**src/design/dlab_pkg.sv**
```systemverilog
// Shared types, constants and byte-selection functions for the DNS local answer builder.
package dlab_pkg;

	localparam int unsigned MAX_MESSAGE  = 512;
	localparam int unsigned ANSWER_BYTES = 16;
	localparam int unsigned MIN_QUERY    = 17;
	localparam int unsigned POS_W        = 10;
	localparam int unsigned LEN_W        = POS_W + 1;
	localparam int unsigned IDX_W        = $clog2(ANSWER_BYTES);
	localparam int unsigned QUEUE_DEPTH  = 4;
	localparam int unsigned QPTR_W       = $clog2(QUEUE_DEPTH);
	localparam int unsigned QCNT_W       = QPTR_W + 1;

	localparam logic [POS_W-1:0] POS_LIMIT      = '1;
	localparam logic [LEN_W-1:0] LEN_LIMIT      = LEN_W'(MAX_MESSAGE - ANSWER_BYTES);
	localparam logic [LEN_W-1:0] LEN_MIN        = LEN_W'(MIN_QUERY);
	localparam logic [IDX_W-1:0] ANSWER_LAST    = IDX_W'(ANSWER_BYTES - 1);
	localparam logic [31:0]      TTL_RESET      = 32'd240;
	localparam logic [31:0]      QTAIL_EXPECT   = 32'h0001_0001;

	localparam logic [POS_W-1:0] POS_FLAGS_HI   = POS_W'(2);
	localparam logic [POS_W-1:0] POS_FLAGS_LO   = POS_W'(3);
	localparam logic [POS_W-1:0] POS_QDCOUNT_HI = POS_W'(4);
	localparam logic [POS_W-1:0] POS_QDCOUNT_LO = POS_W'(5);
	localparam logic [POS_W-1:0] POS_ANCOUNT_HI = POS_W'(6);
	localparam logic [POS_W-1:0] POS_ANCOUNT_LO = POS_W'(7);

	localparam logic [7:0] PATCH_FLAGS_HI   = 8'h85;
	localparam logic [7:0] PATCH_FLAGS_LO   = 8'h80;
	localparam logic [7:0] PATCH_ANCOUNT_LO = 8'h01;
	localparam logic [7:0] NAME_PTR_HI      = 8'hC0;
	localparam logic [7:0] NAME_PTR_LO      = 8'h0C;
	localparam logic [7:0] RDLENGTH_LO      = 8'h04;
	localparam logic [7:0] BYTE_ZERO        = 8'h00;
	localparam logic [7:0] BYTE_ONE         = 8'h01;

	typedef struct packed {
		logic [7:0]  query_byte;
		logic        query_end;
		logic        answer_kind;
		logic [31:0] answer_address;
	} query_t;

	typedef struct packed {
		logic [7:0] reply_byte;
		logic       reply_end;
		logic       keep;
	} reply_t;

	typedef struct packed {
		logic [7:0]  rbyte;
		logic        last;
		logic        keep;
		logic [31:0] addr;
	} dlab_entry_t;

	function automatic logic [7:0] query_patch(logic [POS_W-1:0] pos, logic [7:0] b);
		logic [7:0] r;
		r = b;
		if (pos == POS_FLAGS_HI) begin
			r = PATCH_FLAGS_HI;
		end else if (pos == POS_FLAGS_LO) begin
			r = PATCH_FLAGS_LO;
		end else if (pos == POS_ANCOUNT_LO) begin
			r = PATCH_ANCOUNT_LO;
		end
		return r;
	endfunction

	function automatic logic header_ok(logic [POS_W-1:0] pos, logic [7:0] b);
		logic ok;
		ok = 1'b1;
		if (pos == POS_FLAGS_HI || pos == POS_QDCOUNT_LO) begin
			ok = (b == BYTE_ONE);
		end else if (pos == POS_FLAGS_LO || pos == POS_QDCOUNT_HI ||
			     pos == POS_ANCOUNT_HI || pos == POS_ANCOUNT_LO) begin
			ok = (b == BYTE_ZERO);
		end
		return ok;
	endfunction

	function automatic logic [7:0] answer_byte(logic [IDX_W-1:0] idx, logic [31:0] ttl,
						  logic [31:0] addr);
		logic [7:0] r;
		unique case (idx)
			4'd0:  r = NAME_PTR_HI;
			4'd1:  r = NAME_PTR_LO;
			4'd2:  r = BYTE_ZERO;
			4'd3:  r = BYTE_ONE;
			4'd4:  r = BYTE_ZERO;
			4'd5:  r = BYTE_ONE;
			4'd6:  r = ttl[31:24];
			4'd7:  r = ttl[23:16];
			4'd8:  r = ttl[15:8];
			4'd9:  r = ttl[7:0];
			4'd10: r = BYTE_ZERO;
			4'd11: r = RDLENGTH_LO;
			4'd12: r = addr[31:24];
			4'd13: r = addr[23:16];
			4'd14: r = addr[15:8];
			4'd15: r = addr[7:0];
		endcase
		return r;
	endfunction

endpackage

```
**src/design/dlab_front.sv**
```systemverilog
// Front end: accepts query bytes, tracks header, tail and length, classifies each byte.
module dlab_front import dlab_pkg::*; (
	input  logic        clk,
	input  logic        arst_n,
	input  logic        query_valid,
	output logic        query_stall,
	input  query_t      query,
	input  logic        q_full,
	output logic        push,
	output dlab_entry_t push_entry
);

	logic [POS_W-1:0] pos_q;
	logic             hdr_good_q;
	logic [31:0]      tail_q;
	logic             ovf_q;

	logic             hdr_next;
	logic [31:0]      tail_next;
	logic [LEN_W-1:0] len;
	logic             ovf_next;

	assign query_stall = q_full;
	assign push        = query_valid & ~q_full;

	always_comb begin
		hdr_next  = hdr_good_q & header_ok(pos_q, query.query_byte);
		tail_next = {tail_q[23:0], query.query_byte};
		len       = {1'b0, pos_q} + LEN_W'(1);
		ovf_next  = ovf_q | (len > LEN_LIMIT);
		push_entry.rbyte = query_patch(pos_q, query.query_byte);
		push_entry.last  = query.query_end;
		push_entry.keep  = hdr_next & ~ovf_next & (len >= LEN_MIN) &
				   (tail_next == QTAIL_EXPECT);
		push_entry.addr  = query.answer_kind ? 32'd0 : query.answer_address;
	end

	always_ff @(posedge clk or negedge arst_n) begin
		if (!arst_n) begin
			pos_q      <= '0;
			hdr_good_q <= 1'b1;
			tail_q     <= '0;
			ovf_q      <= 1'b0;
		end else if (push) begin
			if (query.query_end) begin
				pos_q      <= '0;
				hdr_good_q <= 1'b1;
				tail_q     <= '0;
				ovf_q      <= 1'b0;
			end else begin
				if (pos_q != POS_LIMIT) begin
					pos_q <= pos_q + POS_W'(1);
				end
				hdr_good_q <= hdr_next;
				tail_q     <= tail_next;
				ovf_q      <= ovf_next;
			end
		end
	end

endmodule

```
**src/design/dlab_fifo.sv**
```systemverilog
// Short queue of classified bytes between the front and back ends.
module dlab_fifo import dlab_pkg::*; (
	input  logic        clk,
	input  logic        arst_n,
	input  logic        push,
	input  dlab_entry_t push_entry,
	input  logic        pop,
	output logic        full,
	output logic        empty,
	output dlab_entry_t head
);

	dlab_entry_t       mem_q [QUEUE_DEPTH];
	logic [QPTR_W-1:0] wptr_q;
	logic [QPTR_W-1:0] rptr_q;
	logic [QCNT_W-1:0] cnt_q;

	assign full  = (cnt_q == QCNT_W'(QUEUE_DEPTH));
	assign empty = (cnt_q == '0);
	assign head  = mem_q[rptr_q];

	always_ff @(posedge clk) begin
		if (push) begin
			mem_q[wptr_q] <= push_entry;
		end
	end

	always_ff @(posedge clk or negedge arst_n) begin
		if (!arst_n) begin
			wptr_q <= '0;
			rptr_q <= '0;
			cnt_q  <= '0;
		end else begin
			if (push) begin
				wptr_q <= wptr_q + QPTR_W'(1);
			end
			if (pop) begin
				rptr_q <= rptr_q + QPTR_W'(1);
			end
			if (push && !pop) begin
				cnt_q <= cnt_q + QCNT_W'(1);
			end else if (pop && !push) begin
				cnt_q <= cnt_q - QCNT_W'(1);
			end
		end
	end

endmodule

```
**src/design/dlab_back.sv**
```systemverilog
// Back end: emits patched query bytes and appends the A answer record after the last one.
module dlab_back import dlab_pkg::*; (
	input  logic        clk,
	input  logic        arst_n,
	input  logic        answer_ttl_we,
	input  logic [31:0] answer_ttl_data,
	input  logic        q_empty,
	input  dlab_entry_t head,
	output logic        pop,
	output logic        reply_valid,
	input  logic        reply_stall,
	output reply_t      reply
);

	logic [31:0]      ttl_q;
	logic             ans_act_q;
	logic [IDX_W-1:0] idx_q;
	logic             keep_q;
	logic [31:0]      addr_q;
	logic             out_valid_q;
	reply_t           out_q;
	logic             load;

	assign load        = ~out_valid_q | ~reply_stall;
	assign pop         = load & ~ans_act_q & ~q_empty;
	assign reply_valid = out_valid_q;
	assign reply       = out_q;

	always_ff @(posedge clk or negedge arst_n) begin
		if (!arst_n) begin
			ttl_q <= TTL_RESET;
		end else if (answer_ttl_we) begin
			ttl_q <= answer_ttl_data;
		end
	end

	always_ff @(posedge clk) begin
		if (pop && head.last) begin
			keep_q <= head.keep;
			addr_q <= head.addr;
		end
		if (load) begin
			if (ans_act_q) begin
				out_q.reply_byte <= answer_byte(idx_q, ttl_q, addr_q);
				out_q.reply_end  <= (idx_q == ANSWER_LAST);
				out_q.keep       <= (idx_q == ANSWER_LAST) & keep_q;
			end else begin
				out_q.reply_byte <= head.rbyte;
				out_q.reply_end  <= 1'b0;
				out_q.keep       <= 1'b0;
			end
		end
	end

	always_ff @(posedge clk or negedge arst_n) begin
		if (!arst_n) begin
			ans_act_q   <= 1'b0;
			idx_q       <= '0;
			out_valid_q <= 1'b0;
		end else if (load) begin
			if (ans_act_q) begin
				out_valid_q <= 1'b1;
				idx_q       <= idx_q + IDX_W'(1);
				if (idx_q == ANSWER_LAST) begin
					ans_act_q <= 1'b0;
				end
			end else if (!q_empty) begin
				out_valid_q <= 1'b1;
				idx_q       <= '0;
				ans_act_q   <= head.last;
			end else begin
				out_valid_q <= 1'b0;
			end
		end
	end

endmodule

```
**src/design/dns_local_answer_builder.sv**
```systemverilog
// Top level of the DNS local answer builder: front end, queue and back end.
// Path: a query byte passes through the queue and then the back end output register.
// Throughput: one query byte per cycle while not stalled; as the back end emits the
// 16-byte answer record, the front end fills a four-entry queue and then stalls.
// Reset: arst_n clears frame state and queue, and sets answer_ttl to 240.
module dns_local_answer_builder import dlab_pkg::*; (
	input  logic        clk,
	input  logic        arst_n,
	input  logic        query_valid,
	output logic        query_stall,
	input  query_t      query,
	output logic        reply_valid,
	input  logic        reply_stall,
	output reply_t      reply,
	input  logic        answer_ttl_we,
	input  logic [31:0] answer_ttl_data
);

	logic        push;
	logic        pop;
	logic        q_full;
	logic        q_empty;
	dlab_entry_t push_entry;
	dlab_entry_t head;

	dlab_front u_front (
		.clk         (clk),
		.arst_n      (arst_n),
		.query_valid (query_valid),
		.query_stall (query_stall),
		.query       (query),
		.q_full      (q_full),
		.push        (push),
		.push_entry  (push_entry)
	);

	dlab_fifo u_fifo (
		.clk        (clk),
		.arst_n     (arst_n),
		.push       (push),
		.push_entry (push_entry),
		.pop        (pop),
		.full       (q_full),
		.empty      (q_empty),
		.head       (head)
	);

	dlab_back u_back (
		.clk             (clk),
		.arst_n          (arst_n),
		.answer_ttl_we   (answer_ttl_we),
		.answer_ttl_data (answer_ttl_data),
		.q_empty         (q_empty),
		.head            (head),
		.pop             (pop),
		.reply_valid     (reply_valid),
		.reply_stall     (reply_stall),
		.reply           (reply)
	);

endmodule

```
**config.mk**
```make
export PLATFORM = sky130hd
export DESIGN_NAME = dns_local_answer_builder
export DESIGN_NICKNAME = d
export VERILOG_FILES = /design/src/design/dlab_pkg.sv /design/src/design/dlab_front.sv /design/src/design/dlab_fifo.sv /design/src/design/dlab_back.sv /design/src/design/dns_local_answer_builder.sv
export SDC_FILE = /design/constraint.sdc
export NUM_CORES = 1
export LEC_CHECK = 0
export ABC_CLOCK_PERIOD_IN_PS = 3500
export BUFFER_PORTS_ARGS = -buffer_cell sky130_fd_sc_hd__buf_2
export CORE_MARGIN = 1
export CORE_UTILIZATION = 43
export DETAILED_ROUTE_END_ITERATION = 12
export GPL_ROUTABILITY_DRIVEN = 0
export GPL_TIMING_DRIVEN = 0
export SLEW_MARGIN = 5
export SYNTH_ARGS = -nofsm -noshare
export SYNTH_HDL_FRONTEND = slang
export SYNTH_SLANG_ARGS = --single-unit
```
**constraint.sdc**
```tcl
create_clock -name clk -period 3.5 [get_ports clk]
set_input_delay 0.175 -clock clk [delete_from_list [all_inputs] [get_ports clk]]
set_output_delay 0.175 -clock clk [all_outputs]
set_load 0.02 [all_outputs]
```
---- Word level (Yosys, flattened, before mapping) ----
Memory sizes are Yosys's and may differ from the RTL's.
Index checks and enable logic that the tools add are counted.
word-level totals
  register bits after elaboration ......... 124
  bits in writable memories ............... 168
  logic and storage cells ................. 110
  memories kept ........................... 1
cells by class
  $add $sub $neg .......................... 7
  magnitude comparators ................... 2
  equality and inequality tests ........... 26
  multiplexer cells ....................... 24
  bitwise logic cells ..................... 16
  reductions and logical operators ........ 18
memories
  memory        depth  width  rd ports  clocked after Yosys merged registers in  write ports  line             text
  u_fifo.mem_q  4      42     1         0                                        1            dlab_fifo.sv:13  dlab_entry_t mem_q [QUEUE_DEPTH];
operators by type and width
  cell                                                                number
  one-hot mux 8 bit (13 select lines)                                 1
  == test 10 x 3 -> 1 bit, second input constant                      4
  == test 32 x 17 -> 1 bit, second input constant                     1
  == test 4 bit, second input constant                                8
  two-way mux 32 bit                                                  1
  two-way mux 10 bit                                                  3
  two-way mux 24 bit                                                  1
  two-way mux 8 bit                                                   3
  == test 10 x 2 -> 1 bit, second input constant                      2
  == test 4 x 3 -> 1 bit, second input constant                       4
  adder 10 x 1 -> 11 bit, second input constant                       1
  greater-or-equal comparator 11 x 5 -> 1 bit, second input constant  1
  > comparator 11 x 9 -> 1 bit, second input constant                 1
  two-way mux 1 bit                                                   11
  adder 10 x 1 -> 10 bit, second input constant                       1
  inequality test 10 bit, second input constant                       1
  bitwise AND 1 bit                                                   8
  == test 4 x 2 -> 1 bit, second input constant                       2
  == test 8 x 1 -> 1 bit, second input constant                       1
  zero test 8 bit                                                     1
  two-way mux 4 bit                                                   2
  two-way mux 3 bit                                                   2
  NOT 1 bit                                                           6
  adder 2 x 1 -> 2 bit, second input constant                         2
  other kinds (16)                                                    25

---- Depth between registers and ports, before layout ----
  word-level depth ........................ 10
  gate-level depth with buffers ........... 10
  gate-level depth less buffers ........... 9

---- By module ----
Synthesis repeated with hierarchy kept, for this count alone.
second synthesis, totals
  cells, all modules ...................... 800
  area total of the unflattened synthesis .. 12419.4 sq um
modules (own cells, without submodules)
  module      times used  cells an instance  area an instance (sq um)  sequential area each (sq um)
  dlab_fifo   1           254                6512.5                    5220.0
  dlab_back   1           250                3545.9                    2247.2
  dlab_front  1           296                2361.0                    902.1

---- Least setup slack after synthesis ----
No wires, ideal clock.
  path kind ............................... register to register
  start point ............................. reg u_fifo.cnt_q[0]
  end point ............................... mem u_fifo.mem_q[0][0] in the netlist's numbering, enable pin
  setup time .............................. 450 ps
  arrival time ............................ 2311 ps
  required time ........................... 3050 ps
  slack ................................... 739 ps
  cell stages (with the launch flop) ...... 6
  path buffers ............................ 1
  path through ............................ dfrtp_1 > nor3b_1 > nand2b_1 > clkinv_1 > clkbuf_1 > and2_1
between the ends
  cells in the longest elaborated chain, start to end .. 5
RTL lines
  element                                  line                            text
  start: declaration                       dlab_fifo.sv:16                 logic [QCNT_W-1:0] cnt_q;
  start signal: assignment                 dlab_fifo.sv:41                 cnt_q <= cnt_q + QCNT_W'(1);
  start signal: assignment                 dlab_fifo.sv:43                 cnt_q <= cnt_q - QCNT_W'(1);
  == test 3 bit                            dlab_fifo.sv:18                 assign full = (cnt_q == QCNT_W'(QUEUE_DEPTH));
  named net query_stall                    dns_local_answer_builder.sv:10  output logic query_stall,
  NOT 1 bit                                dlab_front.sv:24                assign push = query_valid & ~q_full;
  bitwise AND 1 bit                        dlab_front.sv:24
  two-way mux 1 bit                        dlab_fifo.sv:23                 if (push) begin
  two-way mux 1 bit (implied by the code)  dlab_fifo.sv:24                 mem_q[wptr_q] <= push_entry;
  end: declaration                         dlab_fifo.sv:13
The timed path passes the listed nets, and every way through them passes these cells.

---- Worst setup path after layout ----
  start point ............................. reg u_fifo.cnt_q[0]
  end point ............................... mem u_fifo.mem_q[0][11] in the netlist's numbering, enable pin
between the ends
  cells in the longest elaborated chain, start to end .. 5
RTL lines
  element                                  line
  == test 3 bit                            dlab_fifo.sv:18
  NOT 1 bit                                dlab_front.sv:24
  bitwise AND 1 bit                        dlab_front.sv:24
  two-way mux 1 bit                        dlab_fifo.sv:23
  two-way mux 1 bit (implied by the code)  dlab_fifo.sv:24
Every way passes these cells.

==> key figures <==
Worst setup path
  – Crit path kind: reg -> reg
  – Required time worst endpoint: 3.82 ns
  – CP Data Arrival Time: 3.34 ns
  – Slowest stage delay, CP: 0.52 ns
  – Worst R2R Path Depth: 6
  – CP Cell Sequence: nor3b_1, nand2b_1, clkinv_1, clkbuf_1, and2_2, buf_16
  – Slowest cell on crit path: and2_2
  – CP Launch Type: flip-flop
  – CP endpoint kind: flip-flop
  – Crit-path max FO: 25
  – Crit Reg-Reg Startpoint: u_fifo.cnt_q[0]
  – Flop2flop setup slack: 0.48 ns
  – Reg-to-Reg End: u_fifo.mem_q[0][11]

Final layout
  – Syn-to-layout area delta: 21.23%
  – Final nets: 1,058
  – Design Area, Final: 14,800 um2
  – Final non-filler cell total: 1,368
  – Antenna cells: 0
  – Layout cells sized above 1: 25.66%
  – Fin util: 53.11%

STA
  – Layout Skew: 0.01281 ns
  – Setup TNS: 0 ns
  – Measured slew at the worst slew-check pin: 0.8785 ns
  – Final setup fails: 0
  – Unrepaired setup endpoints after global routing: no
  – Period utilization: 86.39%
  – Relative slew margins: 41.44%
  – Final min period: 3.024 ns
  – Final count of pins violating max slew: 0
  – Fmax: 330.7 MHz
  – Final Hold Vio Count: 0

Yosys
  – Syn. warnings: 0
  – Flip-flop and latch count after synthesis: 292
  – Synth Area in Adders: 1.497%
  – Mapped Cells: 787
  – Top-area cell type share of the netlist area: 51.91%
  – Largest family of logic cells by synthesized area: multiplexers
  – Commonest cells in the netlist: edfxtp_1 (211), nand2_1 (84), dfrtp_1 (76)
  – Compound-Gate Fraction of Synth Area: 5.618%
  – Synth area leader: edfxtp_1
  – Top cells by area, synth: edfxtp_1 (52%), dfrtp_1 (16%), mux4_2 (7.7%)
  – Simple-gate share of the synthesized area: 10.21%
  – Ys flop type: edfxtp_1
  – Multiplexer share of the synthesized area: 11.48%
  – Most frequent cell after synthesis: edfxtp_1
  – Register area share after synthesis: 68.57%
  – EDFF count, synth: 211
  – Mapped cell area: 12,210 um2
  – Count of cell types in the netlist: 58
  – Post-Syn Nets: 880
  – XOR/XNOR Fraction of Synth Area: 0.5023%
  – Post-synth ARST share: 27.74%
  – Post-Syn Area per Cell: 15.51 um2

Placement
  – DP HPWL: 17,740 um
  – Placed cell count: 1,259
  – Post-DP Area: 13,260 um2
  – PortBufs: 89

Routing
  – Detailed Route Iter0 Violations: 382
  – Routed Antenna Nets: 0
  – First-pass iteration count of the detailed router: 5
  – Avg WL per Cell: 19.23 um
  – Routed wire length: 26,310 um
  – Routed vias/inst: 5.269
  – DRC: 0
  – Vias: 7,208

Worst hold path
  – Hold Path Depth: 2
  – Class of the worst hold path: in -> reg
  – Hold path endpoint: u_fifo.mem_q[0][25]
  – Hold Crit Start: query[25]

CTS
  – CTS tree: done
  – Cts repair resizes: 0
  – CTS Buf Count: 31
  – Skew-Pair Late Insertion Delay: 0.57 ns
  – Clock slew at reported path FFs: 0.06 ns
  – Clock Sinks: 292
  – H-tree depth: 1
  – Clock root cell: clkbuf_16
  – CTS Buffer Depth: 3

Power
  – Peak VDD IR: 0.4628 mV
  – Cell Pwr Density: 763.6 nW/um2
  – Pleak: 5.575 nW

Global route
  – Vias in the first global route: 7,168
  – Antenna violations before repair: 0
  – Total track usage: 18.75%
  – First-pass GRT wire length: 41,170 um
  – Largest net degree at the start of global routing: 52
  – Total gr overflow: 0

Floorplan
  – Num ports: 91
  – Initial Util: 43.81%
  – Die span in x: 170.5 um
  – Core Rows: 61
  – DIE AREA: 29,060 um2
  – Die Height: 170.5 um
  – Core Area: 27,860 um2

Job
  – Max-cap violation count: 0

Status
  – Outcome: finished, final reports clean
worst max-delay path, delay by kind of cell (launching register included):
| kind | cells | cell delay (ns) |
|---|---|---|
| flip-flops | 1 | 0.43 |
| buffers and inverters | 3 | 0.95 |
| AND/OR/NAND/NOR | 3 | 1.35 |
routing by layer:
metal | GRT usage (%) | share of wire [%] | vias up
li1 | - | - | 3364
met2 | 29.92 | 47 | 193
met4 | 4.191 | 1.3 | 0
met3 | 2.791 | 5.2 | 27
met5 | 0 | 0 | -
met1 | 27.20 | 47 | 3624
timing repair:
action | 4_1_cts | 5_1_grt
hold buffers | 51 | 0
hold endpoints to repair | 152 | 0
setup buffers | 0 | 0
worst max-delay path by stage:
stage,from,end,depth (start not counted)
after floorplan,u_fifo.cnt_q[0],u_fifo.mem_q[0][0],5
after global placement,u_fifo.cnt_q[0],u_fifo.mem_q[0][10],5
after detailed placement,u_fifo.cnt_q[0],u_fifo.mem_q[1][20],6
after CTS,u_fifo.cnt_q[0],u_fifo.mem_q[1][25],6
after global routing,u_fifo.cnt_q[0],u_fifo.mem_q[0][11],6
final,u_fifo.cnt_q[0],u_fifo.mem_q[0][11],6
cells by family after synthesis:
logic type               count (synthesis)
flip-flops                             292
AND/OR/NAND/NOR                        229
AO/OA/AOI/OAI                          102
multiplexers                            83
buffers and inverters                   60
adder cells (fa/ha/maj)                 14
XOR/XNOR                                 7
placed cells by master (no fill, tap or decap), drive strengths merged, types with 2 or more instances in the layout:
cell	instances
mux2i	5
and4	3
clkinv	14
and4b	2
a222oi	2
a21oi	23
xnor2	5
o22ai	2
a32oi	2
nor3	4
a22oi	12
xor2	2
clkbuf	63
a32o	3
mux4	42
nand3b	25
a31oi	14
nor4b	3
buf	115
nor4	6
nor2b	35
a221oi	6
dlygate4sd3	51
mux2	36
nand2	84
nor2	28
ha	13
bufinv	4
inv	15
a22o	6
o21ai	21
dfstp	5
dfrtp	76
a21o	3
nand3	9
and2	12
nor3b	4
edfxtp	211
nand2b	7
and3	4
area by class of cell:
class,count,area [um2]
clock buffer,39,815.8
timing repair buffer,145,1089
multi-input combinational,435,3583
clock inverter,19,207.7
fill,2327,13060
inverter,15,56.30
buffer,45,202.7
tap,378,473.0
sequential,292,8369
state kept, by name (all words and copies together), names as in the netlist:
name,flops
u_back.addr_q,32
u_fifo.cnt_q,3
u_front.hdr_good_q,1
u_back.reply,10
u_fifo.mem_q,168
u_front.tail_q,24
u_back.idx_q,4
u_back.ans_act_q,1
u_front.pos_q,10
u_front.ovf_q,1
u_back.ttl_q,32
u_back.keep_q,1
u_fifo.wptr_q,2
u_back.reply_valid,1
u_fifo.rptr_q,2
per-stage QoR:
step	power, mW	hold slack [ns]	setup WS (ns)
after floorplan	7.022	-0.1206	0.7390
after global placement	7.974	0.3996	-0.3147
after detailed placement	8.077	0.1590	0.4318
after CTS	11.40	0.001359	0.4001
after global routing	11.85	0.01271	0.2819
final	11.30	0.02264	0.4762
report_power, final:
group	total [mW]	internal [mW]	switching, mW
clock network	3.27	1.95	1.33
logic	3.13	1.32	1.81
registers	4.89	4.62	0.271
(Power assumes the default switching activity.)
